[config.mk]
export PLATFORM = sky130hd
export DESIGN_NAME = cbf_div
export DESIGN_NICKNAME = d
export VERILOG_FILES = /design/src/assert_macros.svh /design/src/cbf_pkg.sv /design/src/cbf_div.sv
export SDC_FILE = /design/constraint.sdc
export NUM_CORES = 1
export LEC_CHECK = 0
export ABC_AREA = 1
export BUFFER_PORTS_ARGS = -buffer_cell sky130_fd_sc_hd__buf_2
export CAP_MARGIN = 25
export CORE_UTILIZATION = 54
export DETAILED_ROUTE_END_ITERATION = 10
export PLACE_DENSITY = 0.79
export SLEW_MARGIN = 10
export SYNTH_ARGS = -nofsm -noshare
export SYNTH_HDL_FRONTEND = slang
export SYNTH_SLANG_ARGS = --single-unit
[constraint.sdc]
create_clock -name clk -period 6 [get_ports clk]
set_clock_uncertainty 0.05 [all_clocks]
set_input_delay 0.6 -clock clk [delete_from_list [all_inputs] [get_ports clk]]
set_output_delay 0.6 -clock clk [all_outputs]
set_load 0.01 [all_outputs]
[src/assert_macros.svh]
// assertion macros for the rtl, included by the flattener top level
`ifndef ASSERT_MACROS_SVH
`define ASSERT_MACROS_SVH
`ifndef SYNTHESIS
`define CBF_ASSERT(lbl, prop, msg) \
    lbl: assert property (@(posedge clk) disable iff (!rst_n) (prop)) else $error(msg);
`define CBF_ASSERT_IMPL(lbl, ante, cons, msg) \
    lbl: assert property (@(posedge clk) disable iff (!rst_n) (ante) |-> (cons)) else $error(msg);
`define CBF_ASSERT_NEXT(lbl, ante, cons, msg) \
    lbl: assert property (@(posedge clk) disable iff (!rst_n) (ante) |=> (cons)) else $error(msg);
`else
`define CBF_ASSERT(lbl, prop, msg)
`define CBF_ASSERT_IMPL(lbl, ante, cons, msg)
`define CBF_ASSERT_NEXT(lbl, ante, cons, msg)
`endif
`endif

[src/cbf_pkg.sv]
// types, constants and state codes of the bezier flattener
package cbf_pkg;
    localparam int MAX_DEPTH   = 5;
    localparam int COORD_BITS  = 24;
    localparam int TOL_BITS    = 48;
    localparam int CNT_BITS    = 6;
    localparam int MAX_SAMPLES = 32;
    localparam int CNT_RESET   = 10;
    localparam int DEN_BITS    = 16;
    localparam int WT_W        = 16;
    localparam int ACC_BITS    = COORD_BITS + DEN_BITS;
    localparam int SM_A_W      = 2 * CNT_BITS;
    localparam int SM_P_W      = SM_A_W + CNT_BITS;
    localparam int SM3_W       = SM_P_W + 1;
    localparam int DIFF_W      = COORD_BITS + 3;
    localparam int ABS_W       = COORD_BITS + 2;
    localparam int SQ_W        = 2 * ABS_W;
    localparam int FLAT_W      = SQ_W + 1;
    localparam int DEPTH_W     = $clog2(MAX_DEPTH + 1);
    localparam int LVL_IW      = (MAX_DEPTH > 1) ? $clog2(MAX_DEPTH) : 1;
    localparam int STK_DEPTH   = 4 * MAX_DEPTH;
    localparam int STK_AW      = $clog2(STK_DEPTH);
    localparam int PADDR_W     = 4;
    localparam int PDATA_W     = 64;

    localparam logic REG_TOL = 1'b0;
    localparam logic REG_CNT = 1'b1;

    typedef struct packed {
        logic signed [COORD_BITS-1:0] start_x;
        logic signed [COORD_BITS-1:0] start_y;
        logic signed [COORD_BITS-1:0] ctrl1_x;
        logic signed [COORD_BITS-1:0] ctrl1_y;
        logic signed [COORD_BITS-1:0] ctrl2_x;
        logic signed [COORD_BITS-1:0] ctrl2_y;
        logic signed [COORD_BITS-1:0] end_x;
        logic signed [COORD_BITS-1:0] end_y;
        logic                         first_segment;
        logic                         last_segment;
    } cbf_seg_t;

    typedef struct packed {
        logic signed [COORD_BITS-1:0] point_x;
        logic signed [COORD_BITS-1:0] point_y;
        logic                         last_of_segment;
        logic                         end_of_path;
    } cbf_pt_t;

    typedef struct packed {
        logic                start;
        logic [ACC_BITS-1:0] dividend;
        logic [DEN_BITS-1:0] divisor;
    } cbf_div_req_t;

    typedef enum logic [4:0] {
        ST_IDLE,
        ST_START,
        ST_DEN0,
        ST_DEN1,
        ST_FX_SQA,
        ST_FX_SQJ,
        ST_FX_WT,
        ST_FX_MAC,
        ST_FX_DSTART,
        ST_FX_DWAIT,
        ST_FX_EMIT,
        ST_AD_TEST,
        ST_AD_FLAT,
        ST_AD_CMP,
        ST_AD_HALVE,
        ST_AD_PUSH,
        ST_AD_EMIT,
        ST_AD_POP
    } cbf_state_t;
endpackage

[src/cbf_div.sv]
// radix-2 restoring divider, one quotient bit per cycle
module cbf_div
    import cbf_pkg::*;
(
    input  logic                  clk,
    input  logic                  rst_n,
    input  cbf_div_req_t          req,
    output logic                  done,
    output logic [COORD_BITS-1:0] quot
);
    localparam int STEP_W = $clog2(COORD_BITS + 1);

    logic [DEN_BITS-1:0]   rem_reg;
    logic [DEN_BITS-1:0]   den_reg;
    logic [COORD_BITS-1:0] q_reg;
    logic [STEP_W-1:0]     step_reg;
    logic                  busy_reg;
    logic                  done_reg;
    logic [DEN_BITS:0]     trial;
    logic                  fits;

    assign trial = {rem_reg, q_reg[COORD_BITS-1]};
    assign fits  = trial >= {1'b0, den_reg};
    assign done  = done_reg;
    assign quot  = q_reg;

    always_ff @(posedge clk or negedge rst_n)
    begin
        if (!rst_n)
        begin
            busy_reg <= 1'b0;
            step_reg <= '0;
            done_reg <= 1'b0;
        end
        else
        begin
            done_reg <= 1'b0;
            if (req.start)
            begin
                busy_reg <= 1'b1;
                step_reg <= STEP_W'(COORD_BITS);
            end
            else if (busy_reg)
            begin
                step_reg <= step_reg - 1'b1;
                if (step_reg == STEP_W'(1))
                begin
                    busy_reg <= 1'b0;
                    done_reg <= 1'b1;
                end
            end
        end
    end

    // upper dividend bits are below the divisor, so only the quotient bits iterate
    always_ff @(posedge clk)
    begin
        if (req.start)
        begin
            rem_reg <= req.dividend[ACC_BITS-1 -: DEN_BITS];
            q_reg   <= req.dividend[COORD_BITS-1:0];
            den_reg <= req.divisor;
        end
        else if (busy_reg)
        begin
            rem_reg <= fits ? DEN_BITS'(trial - {1'b0, den_reg}) : trial[DEN_BITS-1:0];
            q_reg   <= {q_reg[COORD_BITS-2:0], fits};
        end
    end
endmodule

=== Word level (Yosys, flattened, before mapping) ===
Index checks and enable logic that the tools add are counted.
W data, S select, Z words.

* Register bits: 63
* Bits of input ports: 59
* Output and inout port bits: 25
* Word-level logic and storage cells: 24

* $add $sub $neg: 2
* Magnitude comparators: 1
* Equal/unequal tests: 1
* Mux-type cells: 13
* Reduce and logical (&&, ||, !) cells: 1

{| class="wikitable"
|+ Operators by type and width
! kind !! count
|-
| $mux W16 || 3
|-
| $mux W24 || 2
|-
| $ge A17 B16 Y1 || 1
|-
| $sub A16 B16 Y16 || 1
|-
| $mux W5 || 2
|-
| $mux W1 || 6
|-
| $eq A5 B1 Y1 const B || 1
|-
| $sub A5 B1 Y5 const B || 1
|-
| $reduce_bool A2 Y1 || 1
|}

=== Longest topological paths before layout ===
Gate-level depths: netlist of run 1.

* Word-level depth: 4
* Depth in mapped cells: 14
* Depth with buffers taken out: 14

=== Worst setup path after synthesis of run 1 ===
OpenSTA, ideal clock, no wires.

* Kind: input-to-reg
* Start point: input req[56] (netlist name)
* End point: register q_reg[0] (netlist: quot[0]) (enable)
* Setup time: 0.538 ns
* Arrival time: 1.796 ns
* Required time: 5.412 ns
* Setup slack: 3.616 ns
* Stages: 4
* Path buffers: 2
* Path through: clkbuf_1 -> inv_1 -> clkbuf_1 -> nand2_1

* Word-level cells in the longest chain between the ends: 1

{| class="wikitable"
|+ Ends and longest elaborated chain
! item !! line !! RTL
|-
| start, declared || cbf_div.sv:7 || <nowiki>input cbf_div_req_t req,</nowiki>
|-
| $reduce_bool A2 Y1 (no source line) || -- ||
|-
| end signal, assigned || cbf_div.sv:61 || <nowiki>q_reg <= req.dividend[COORD_BITS-1:0];</nowiki>
|-
| end signal, assigned || cbf_div.sv:67 || <nowiki>q_reg <= {q_reg[COORD_BITS-2:0], fits};</nowiki>
|-
| end, declared || cbf_div.sv:15 || <nowiki>logic [COORD_BITS-1:0] q_reg;</nowiki>
|}

No other way between the ends.
A chain may end at the register's enable or synchronous reset.

=== Final worst setup path of run 1 ===
* Start point: register q_reg[23] (netlist: quot[23])
* End point: register rem_reg[6], data pin

* Word-level cells in the longest chain between the ends: 4
* Elaborated cells between the ends (all ways): 5
* Classes of those cells: add/sub: 1; order compare: 1; mux: 3

{| class="wikitable"
|+ Ends and longest elaborated chain
! item !! line !! RTL
|-
| $sub A16 B16 Y16 or $ge A17 B16 Y1 (tied branches) || cbf_div.sv:66, cbf_div.sv:23 ||
|-
| $mux W16 (*) || cbf_div.sv:66 || <nowiki>rem_reg <= fits ? DEN_BITS'(trial - {1'b0, den_reg}) : trial[DEN_BITS-1:0];</nowiki>
|-
| $mux W16 (*) || cbf_div.sv:64 || <nowiki>else if (busy_reg)</nowiki>
|-
| $mux W16 (*) || cbf_div.sv:58 || <nowiki>if (req.start)</nowiki>
|-
| end signal, assigned || cbf_div.sv:60 || <nowiki>rem_reg <= req.dividend[ACC_BITS-1 -: DEN_BITS];</nowiki>
|-
| end signal, assigned || cbf_div.sv:66 ||
|-
| end, declared || cbf_div.sv:13 || <nowiki>logic [DEN_BITS-1:0] rem_reg;</nowiki>
|}

Every way passes the cells marked *; elsewhere a longest branch is shown, timed or not. The select of a mux whose other input is x is not followed.

==> results of run 1 <==
## where the power goes
part	internal [mW]	switching, mW	total [mW]
registers	0.580	0.0464	0.626
logic	0.341	0.573	0.915
clock network	0.192	0.161	0.353
total	1.11	0.781	1.89
## final cells by class
class                   count  area share, %
flip-flops and latches     63           39.6
multi-input cells         338           38.4
repair buffers             86           9.34
inverters                  74           5.93
clock buffers              11           2.80
well taps                  99           2.64
clock inverters             5           1.25
## logic make-up (layout without fill, tap and decap cells)
logic type	after synthesis	after routing	synth area share (%)
adders and majority gates	19	19	6.10
and+or+nand+nor	295	295	34.8
buffers and inverters	87	176	9.03
AOI/OAI and AO/OA	17	17	2.33
xor gates and xnor gates	7	7	1.53
DFF	63	63	46.2
## worst max-delay path by stage
stage / from / endpoint
6_report: quot[23]$_DFFE_PP_ / rem_reg[6]$_DFFE_PP_
3_5_place_dp: req[56] / rem_reg[14]$_DFFE_PP_
5_1_grt: quot[23]$_DFFE_PP_ / rem_reg[6]$_DFFE_PP_
2_1_floorplan: req[56] / quot[0]$_DFFE_PP_
3_3_place_gp: req[56] / rem_reg[14]$_DFFE_PP_
4_1_cts: quot[23]$_DFFE_PP_ / rem_reg[6]$_DFFE_PP_
## metrics by stage
step                utilization, %  setup slack (ns)  hold WS [ns]  cells
floorplan                        -              3.62         0.254    488
global placement              62.3              3.62         0.384    660
detailed placement            62.3              3.55         0.389    660
CTS                           65.0              3.67        0.0213    676
global route                  65.0              3.46        0.0177    676
finish                        65.0              3.64        0.0356    676
## per-layer routing
metal	part of all wire [%]	vias up	GRT usage, %
met5	0	-	0
met4	1.2	0	6.89
met3	6.8	12	6.53
met2	49	113	40.3
met1	43	1549	30.1
li1	-	1713	-
## cell usage in the layout (no fill, tap or decap), types with 2 or more instances in the layout
master,count
nor3_1,2
o21ai_0,5
nand4_1,4
nor2_2,2
ha_1,18
clkinvlp_4,2
xnor2_1,6
buf_2,83
nand3_1,34
nor2_8,2
nor4_1,2
nand2_1,191
a21oi_1,8
nand2_2,19
nand2_4,2
nand3b_1,12
nor2_1,13
nand3_2,5
buf_4,3
dfrtp_1,7
clkbuf_8,9
nor2_4,3
inv_2,4
clkbuf_1,2
edfxtp_1,56
inv_1,70
==> summary.txt, run 1 <==
Worst setup path
  – Slowest Stage Delay on Critical Path: 0.44 ns
  – CP endpoint kind: flip-flop
  – Worst setup SP type: flip-flop
  – Levels on crit path: 12
  – R2R Path End: rem_reg[6]$_DFFE_PP_
  – CP max stage cell: fa_1
  – R2R depth: 12
  – Critical Path RT: 6.04 ns
  – Worst EP arrival: 2.40 ns
  – Crit Path Class: reg -> reg
  – CP delay by family, top: simple AND/OR/NAND/NOR gates
  – Crit-path cells: inv_1, ha_1, inv_1, fa_1, nand3_1, nand3_1, nand2_1, nand2_1, xnor2_1, nand2_2, nand3_1, nand2_1
  – WP buf/inv: 2
  – Crit-path max FO: 4
  – Reg2reg setup slack: 3.64 ns
  – Reg2reg start: quot[23]$_DFFE_PP_

Yosys
  – Number of flops mapped to enable cells by yosys: 56
  – Post-Synthesis Cells: 488
  – Post-Syn Area: 4020 sq um
  – Syn_area_per_cell: 8.24 sq um
  – Prevailing post-synth register cell: edfxtp_1
  – Synth area leader: edfxtp_1
  – Ys Warns: 0
  – Post-synth cell types: 37
  – Seq/Total Area, Yosys: 46.2%
  – Flops & latches, synth: 63
  – Most frequent cell after synthesis: nand2_1
  – Top cell type's share of synthesized area: 41.8%
  – Asr flop ratio synth: 11.1%
  – Most frequent cells after synthesis: nand2_1 (191), inv_1 (70), edfxtp_1 (56)
  – Area contributors post-synth: edfxtp_1 (42%), nand2_1 (18%), inv_1 (6.5%)
  – Net Count, Synth: 566

Pwr
  – Leak Pwr: 2.50 nW
  – PD cells: 404 nW/um^2
  – Final Power: 1.89 mW
  – VDD IR max: 0.000204 V

Final layout
  – Area grow syn2layout: 16.6%
  – Layout cell share with drive strength beyond 1: 24.3%
  – Storage cell area: 1860 sq um
  – Total Nets Final: 650
  – Multi-input combinational cell area: 1800 sq um
  – Layout fillers: 610
  – Max FFs per register: 24
  – Design Area, Final: 4690 sq um
  – Ant diodes: 0

Route
  – DRC: 0
  – Post-Route WL: 8380 microns
  – Initial DRT Pass Iterations: 5
  – Via count: 3387
  – Initial DRC count: 202
  – Vias per std cell: 5.01
  – DR WL/cell: 12.4 microns
  – Post-route ant nets: 0

Place
  – DP Area: 4500 sq um
  – Routability congestion estimate: 0.957
  – # port buffers: 83
  – Dpl hpwl: 6230 microns

Timing
  – Least-Margin Pin Slew: 0.598 ns
  – Final worst-path cycle share: 39.3%
  – Setup TNS Final: 0 ns
  – Period minus WS final: 2.36 ns
  – Final Max Tran Viols: 0
  – Max Fclk: 0.424 GHz
  – Final Hold Viols: 0
  – Setup violators final: 0
  – Max-Slew Margin vs Limit: 60.1%
  – RSZ-0062 raised after global routing: false

Floorplan
  – I/O pin cnt: 84
  – Die H: 88.3 microns
  – Chip Width: 88.3 microns
  – Core Footprint: 7210 sq um
  – Num rows: 31
  – Initial Util: 55.7%
  – Full die area: 7790 sq um

Clocking
  – Clock Tree Root: clkbuf_8
  – Clock tree buffer depth: 2
  – Cts-stage hold buffer count: 0
  – Worst-path clk slew: 0.07 ns
  – CTS tree: built
  – Sink Count: 63
  – Total CTS buffers: 9
  – Resized cells post-CTS: 0
  – Clk_lat worst skew: 0.33 ns
  – H-tree Lvls: 3
  – Postcts setup bufs: 0

Global route
  – Initial antenna violation count: 0
  – First-pass GRT wire length: 14300 microns
  – Total global routing overflow: 0
  – Global Route Usage Sum: 23.9%
  – Largest net degree at the start of global routing: 59
  – Vias in the first global route: 3225

Outcome
  – Status: completed

Worst hold path
  – HP Class: in -> async

Flow run
  – Max-cap violation count: 0
Power figures use the tool's default switching activity.
==> run 2, diff against run 1 <==
==> constraint.sdc (replaced) <==
create_clock -name clk -period 2.4 [get_ports clk]
set_clock_uncertainty 0.05 [all_clocks]
set_input_delay 0.24 -clock clk [delete_from_list [all_inputs] [get_ports clk]]
set_output_delay 0.24 -clock clk [all_outputs]
set_load 0.01 [all_outputs]
==> run 2 against run 1 <==
Compared with the run above: register-to-register slack worse by 3.5 ns; utilization up 1.4 points; sequential share of layout area down 0.85 points; setup slack worse by 3.5 ns; power rose to 2.6 times the previous value; clock power rose to 2.6 times the previous value; critical path type unchanged.
==> summary.txt, run 2 (same netlist as run 1, synthesis figures left out) <==
Worst setup path
  – Worst setup SP type: flip-flop (unchanged)
  – R2R Path End: rem_reg[7]$_DFFE_PP_ (was rem_reg[6]$_DFFE_PP_)
  – Reg2reg setup slack: 0.16 ns (was 3.64 ns)
  – Worst EP arrival: 2.27 ns (was 2.40 ns)
  – Reg2reg start: rem_reg[3]$_DFFE_PP_ (was quot[23]$_DFFE_PP_)
  – CP endpoint kind: flip-flop (unchanged)
  – Critical Path RT: 2.43 ns (was 6.04 ns)
  – Crit Path Class: reg -> reg (unchanged)
  – R2R depth: 11 (was 12)
  – Crit-path max FO: 16 (was 4)

Worst hold path
  – Hold Path Stages: 1
  – End of the worst hold path: den_reg[8]$_DFFE_PP_
  – Hold Startpoint: req[8]
  – HP Class: in -> reg (was in -> async)

Route
  – DRC: 0 (unchanged)
  – Vias per std cell: 4.93 (was 5.01)
  – Initial DRC count: 209 (was 202)
  – Post-route ant nets: 0 (unchanged)
  – Post-Route WL: 8760 microns (was 8380 microns)
  – Via count: 3350 (was 3387)
  – Initial DRT Pass Iterations: 6 (was 5)
  – DR WL/cell: 12.9 microns (was 12.4 microns)

Global route
  – Vias in the first global route: 3239 (was 3225)
  – First-pass GRT wire length: 14600 microns (was 14300 microns)
  – Total global routing overflow: 0 (unchanged)
  – Global Route Usage Sum: 24.5% (was 23.9%)
  – Largest net degree at the start of global routing: 58 (was 59)
  – Initial antenna violation count: 0 (unchanged)

Final layout
  – Ant diodes: 0 (unchanged)
  – Total Nets Final: 653 (was 650)
  – Most common cell after layout, fill and taps aside: nand2_1 (unchanged)
  – Storage cell area: 1860 sq um (unchanged)
  – Layout fillers: 594 (was 610)
  – Area grow syn2layout: 19.1% (was 16.6%)
  – Most frequent cells in the layout: nand2_1 (191), buf_2 (83), inv_1 (70) (unchanged)
  – Max FFs per register: 24 (unchanged)
  – Multi-input combinational cell area: 1830 sq um (was 1800 sq um)
  – Layout cell share with drive strength beyond 1: 25.3% (was 24.3%)

Pwr
  – Clock power frac: 18.6% (about the same)
  – PD cells: 1030 nW/um^2 (was 404 nW/um^2)
  – Sequential power share: 31.5% (was 33.1%)
  – VDD IR max: 0.000470 V (was 0.000204 V)
  – Switch Pwr: 2.00 mW (was 781 uW)
  – Internal power: 2.95 mW (was 1.11 mW)
  – Leak Pwr: 2.53 nW (was 2.50 nW)
  – Comb pwr share: 49.9% (was 48.3%)
  – Sw frac: 40.4% (was 41.2%)

Clocking
  – Total CTS buffers: 9 (unchanged)
  – CTS tree: built (unchanged)
  – H-tree Lvls: 3 (unchanged)
  – Clock Tree Root: clkbuf_8 (unchanged)
  – Worst-path clk slew: 0.07 ns (about the same)
  – Clock tree buffer depth: 2 (unchanged)
  – Clk_lat worst skew: 0.33 ns (about the same)
  – Sink Count: 63 (unchanged)

Timing
  – Max-Slew Margin vs Limit: 60.9% (was 60.1%)
  – Final worst-path cycle share: 93.3% (was 39.3%)
  – Final Max Tran Viols: 0 (unchanged)
  – Worst hold slack: 0.0313 ns (was 0.0356 ns)
  – Max Fclk: 0.447 GHz (was 0.424 GHz)
  – Setup violators final: 0 (unchanged)
  – Period minus WS final: 2.24 ns (was 2.36 ns)
  – Least-Margin Pin Slew: 0.587 ns (was 0.598 ns)
  – Final Hold Viols: 0 (unchanged)
  – Final WS setup: 0.162 ns (was 3.64 ns)

Floorplan
  – Die H: 88.3 microns (unchanged)
  – Num rows: 31 (unchanged)
  – Initial Util: 55.7% (unchanged)
  – Core Footprint: 7210 sq um (unchanged)
  – Chip Width: 88.3 microns (unchanged)
  – I/O pin cnt: 84 (unchanged)
  – Full die area: 7790 sq um (unchanged)

Place
  – Dpl hpwl: 6470 microns (was 6230 microns)
  – Routability congestion estimate: 0.930 (was 0.957)
  – # port buffers: 83 (unchanged)
  – DP Worst Slack: 0.148 ns (was 3.55 ns)

Outcome
  – Status: completed (unchanged)

Flow run
  – Max-cap violation count: 0 (unchanged)
## run 2: cell count changes in the layout (fill, tap and decap cells not counted), moves of 2 or more
| cell | previous run | this run |
|---|---|---|
| buf_12 | 0 | 3 |
| clkbuf_8 | 9 | 11 |
| ha_1 | 18 | 16 |
| ha_2 | 0 | 2 |
## run 2: area by class of cell
cell class	count	area share, %
Clock buffer	13	3.32
Clock inverter	3	0.888
Inverter	74	5.80
Sequential cell	63	38.8
Timing Repair Buffer	89	10.4
Tap cell	99	2.59
Multi-Input combinational cell	338	38.2
## run 2: timing repair
action	in CTS	in global routing
setup endpoints to repair	0	6
setup buffers	0	2
hold endpoints to repair	7	0
gates resized for setup	0	6
hold buffers	1	0
## run 2: worst max path at each step
stage	from	slack, ns	end
2_1_floorplan	quot[23]$_DFFE_PP_	0.28	rem_reg[8]$_DFFE_PP_
3_3_place_gp	quot[23]$_DFFE_PP_	0.23	rem_reg[6]$_DFFE_PP_
3_5_place_dp	quot[23]$_DFFE_PP_	0.15	rem_reg[6]$_DFFE_PP_
4_1_cts	quot[23]$_DFFE_PP_	0.09	rem_reg[8]$_DFFE_PP_
5_1_grt	quot[23]$_DFFE_PP_	-0.006	rem_reg[14]$_DFFE_PP_
6_report	rem_reg[3]$_DFFE_PP_	0.16	rem_reg[7]$_DFFE_PP_
## run 2: layer usage
metal / track usage [%] / vias up / wire length [microns]
li1: - / 1719 / -
met1: 30.7 / 1527 / 3740
met2: 41.7 / 93 / 4390
met3: 6.16 / 11 / 519
met4: 8.06 / 0 / 106
met5: 0 / - / 0
## run 2: through the flow
step / total power, mW / instance area [sq um] / setup TNS, ns / std cells / util [%]
detailed placement: 3.86 / 4510 / 0 / 660 / 62.5
global route: 5.34 / 4790 / -0.00585 / 679 / 66.4
CTS: 4.81 / 4720 / 0 / 677 / 65.4
finish: 4.95 / 4790 / 0 / 679 / 66.4
global placement: 3.81 / 4510 / 0 / 660 / 62.5
floorplan: 3.42 / 4020 / 0 / 488 / -
## run 2: critical path, stage by stage (launching register included)
cell	delay, ns
edfxtp_1	0.39
ha_1	0.44
nand2_2	0.13
nor2_4	0.17
nand2_4	0.08
nor2_8	0.14
nor2_8	0.05
buf_12	0.14
nand2_8	0.15
nand2_1	0.07
nand3_1	0.10
nand2_1	0.07
## run 2: power groups by stage
stage               combinational [mW]  clock [mW]  sequential [mW]
finish                            2.47       0.922             1.56
global route                      2.78       0.974             1.58
detailed placement                2.28           0             1.57
floorplan                         1.85           0             1.57
global placement                  2.24           0             1.57
CTS                               2.32       0.938             1.56
==> run 3, diff against run 2 <==
--- a/config.mk
+++ b/config.mk
@@ -8,9 +8,9 @@
 export ABC_AREA = 1
 export BUFFER_PORTS_ARGS = -buffer_cell sky130_fd_sc_hd__buf_2
 export CAP_MARGIN = 25
-export CORE_UTILIZATION = 54
+export CORE_UTILIZATION = 55
 export DETAILED_ROUTE_END_ITERATION = 10
-export PLACE_DENSITY = 0.79
+export PLACE_DENSITY = 0.8
 export SLEW_MARGIN = 10
 export SYNTH_ARGS = -nofsm -noshare
 export SYNTH_HDL_FRONTEND = slang
==> run 3 against run 2 <==
Compared with the run above: cell area fell by 1.1%; critical endpoint is now rem_reg[0]$_DFFE_PP_; power fell by 1.8%; setup slack improved by 0.0016 ns; wire length shrank 0.25%; global-route usage up 0.29 points; hold slack got worse by 0.0038 ns; sequential power about the same; cell count decreased by 0.74%.
==> summary.txt, run 3 (same netlist as run 1, synthesis figures left out) <==
Clocking
  – Total CTS buffers: 9 (unchanged)
  – Clk_lat worst skew: 0.33 ns (about the same)
  – CTS tree: built (unchanged)
  – Worst-path clk slew: 0.07 ns (about the same)
  – H-tree Lvls: 3 (unchanged)
  – Sink Count: 63 (unchanged)
  – Clock tree buffer depth: 2 (unchanged)
  – Clock Tree Root: clkbuf_8 (unchanged)

Timing
  – Setup TNS Final: 0 ns (unchanged)
  – Final worst-path cycle share: 93.2% (was 93.3%)
  – Setup violators final: 0 (unchanged)
  – Final Hold Viols: 0 (unchanged)
  – Max-Slew Margin vs Limit: 61.4% (was 60.9%)
  – Max Fclk: 0.447 GHz (about the same)
  – Least-Margin Pin Slew: 0.579 ns (was 0.587 ns)
  – RSZ-0062 raised after global routing: false
  – Period minus WS final: 2.24 ns (about the same)
  – Final WS setup: 0.164 ns (was 0.162 ns)
  – Final Max Tran Viols: 0 (unchanged)

Route
  – Initial DRT Pass Iterations: 5 (was 6)
  – DRC: 0 (unchanged)
  – WL met2: 4180 microns (was 4390 microns)
  – DR WL/cell: 13.0 microns (was 12.9 microns)
  – Top Metal Used: met4 (unchanged)
  – Met1 WL: 3740 microns (about the same)
  – Vias per std cell: 4.96 (was 4.93)
  – Via count: 3342 (was 3350)
  – Initial DRC count: 197 (was 209)
  – Routed wl met3: 618 microns (was 519 microns)
  – Post-route ant nets: 0 (unchanged)
  – Post-Route WL: 8740 microns (was 8760 microns)

Worst setup path
  – Most common cell on crit path: nand3_2
  – Crit-path cells: ha_1, nand2_1, nor2_4, nand3_2, nand3_2, nand2_4, nand2_8, nand2_2, nand3_2, nand2_1 (was ha_1, nand2_2, nor2_4, nand2_4, nor2_8, nor2_8, buf_12, nand2_8, nand2_1, nand3_1, nand2_1)
  – Worst EP arrival: 2.27 ns (about the same)
  – CP max stage cell: edfxtp_1 (was ha_1)
  – CP endpoint kind: flip-flop (unchanged)
  – Worst setup SP type: flip-flop (unchanged)
  – Crit-path max FO: 18 (was 16)
  – Critical Path RT: 2.43 ns (about the same)
  – Slowest Stage Delay on Critical Path: 0.41 ns (was 0.44 ns)
  – Crit Path Class: reg -> reg (unchanged)

Global route
  – First-pass GRT wire length: 14400 microns (was 14600 microns)
  – Global Route Usage Sum: 24.8% (was 24.5%)
  – Vias in the first global route: 3262 (was 3239)
  – Largest net degree at the start of global routing: 58 (unchanged)
  – Initial antenna violation count: 0 (unchanged)
  – Total global routing overflow: 0 (unchanged)

Worst hold path
  – HP Class: in -> reg (unchanged)

Pwr
  – VDD IR max: 0.000531 V (was 0.000470 V)
  – Leak Pwr: 2.52 nW (was 2.53 nW)
  – PD cells: 1030 nW/um^2 (about the same)

Final layout
  – Total Nets Final: 651 (was 653)
  – Layout cell share with drive strength beyond 1: 24.7% (was 25.3%)
  – Area grow syn2layout: 17.8% (was 19.1%)
  – Ant diodes: 0 (unchanged)
  – Most frequent cells in the layout: nand2_1 (191), buf_2 (83), inv_1 (70) (unchanged)
  – Max FFs per register: 24 (unchanged)
  – Most common cell after layout, fill and taps aside: nand2_1 (unchanged)

Flow run
  – Max-cap violation count: 0 (unchanged)

Floorplan
  – Num rows: 30 (was 31)
  – Full die area: 7660 sq um (was 7790 sq um)
  – I/O pin cnt: 84 (unchanged)
  – Die H: 87.5 microns (was 88.3 microns)
  – Chip Width: 87.5 microns (was 88.3 microns)
  – Initial Util: 57.9% (was 55.7%)
  – Core Footprint: 6940 sq um (was 7210 sq um)

Place
  – Routability congestion estimate: 0.939 (was 0.930)
  – DP Worst Slack: 0.183 ns (was 0.148 ns)
  – # port buffers: 83 (unchanged)
  – Dpl hpwl: 6340 microns (was 6470 microns)

Outcome
  – Status: completed (unchanged)
==> run 3: cell types whose count changed in the layout (fill, tap and decap cells not counted) <==
cell        change
buf_12          -2
clkbuf_8        -2
ha_1            +2
ha_2            -2
bufinv_16       +1
clkbuf_1        -1
clkinv_2        +1
clkinvlp_4      +1
nand2_4         +1
nand2_8         -1
xnor2_1         +1
xnor2_2         -1
==> run 3: what timing repair did <==
action | in CTS | in global routing
setup buffers | 0 | 0
endpoints found under the hold margin | 7 | 0
endpoints found under the setup margin | 0 | 2
resized for setup | 0 | 2
hold buffers | 1 | 0
==> run 3: stage by stage <==
step           power, mW  util [%]  hold slack (ns)  cell area, sq um  std cells
2_1_floorplan       3.42         -           -0.106              4020        488
3_3_place_gp        3.80      64.9           0.0253              4510        657
3_5_place_dp        3.85      64.9           0.0271              4510        657
4_1_cts             4.86      68.1           0.0137              4730        674
5_1_grt             5.25      68.2          0.00731              4740        674
6_report            4.87      68.2           0.0275              4740        674
==> run 3: area by class of cell <==
cell class                      count  area [sq um]
Fill cell                         553          2210
Sequential cell                    63          1860
Multi-Input combinational cell    338          1810
Timing Repair Buffer               87           460
Inverter                           74           278
Clock buffer                       10           128
Tap cell                           96           120
Clock inverter                      6          85.1
==> run 3: worst paths after layout <==
path	slack (ns)	to	depth (start not counted)	from
setup / recovery	0.16	rem_reg[0]$_DFFE_PP_	10	rem_reg[5]$_DFFE_PP_
hold / removal	0.03	den_reg[0]$_DFFE_PP_	1	req[0]
setup reg to reg	0.16	rem_reg[0]$_DFFE_PP_	10	rem_reg[5]$_DFFE_PP_
hold reg to reg	0.45	done$_DFF_PN0_	1	step_reg[4]$_DFFE_PN0P_
max in group asynchronous	1.91	step_reg[2]$_DFFE_PN0P_	2	rst_n
min in group asynchronous	0.22	step_reg[1]$_DFFE_PN0P_	2	rst_n
==> run 3: per-layer routing <==
layer	up-vias	track usage [%]
met4	0	10.7
met3	15	7.11
li1	1710	-
met2	128	41.5
met5	-	0
met1	1489	29.9
==> run 3: power by group <==
| part | switching, mW | total [mW] | internal [mW] |
|---|---|---|---|
| logic | 1.46 | 2.32 | 0.857 |
| registers | 0.109 | 1.56 | 1.45 |
| clock network | 0.410 | 0.991 | 0.581 |
==> run 3: critical path, delay by kind of cell, from the launching register on <==
family	cells	cell delay, ns
AND/OR/NAND/NOR	9	1.10
flip-flops	1	0.41
adder cells (fa/ha/maj)	1	0.40
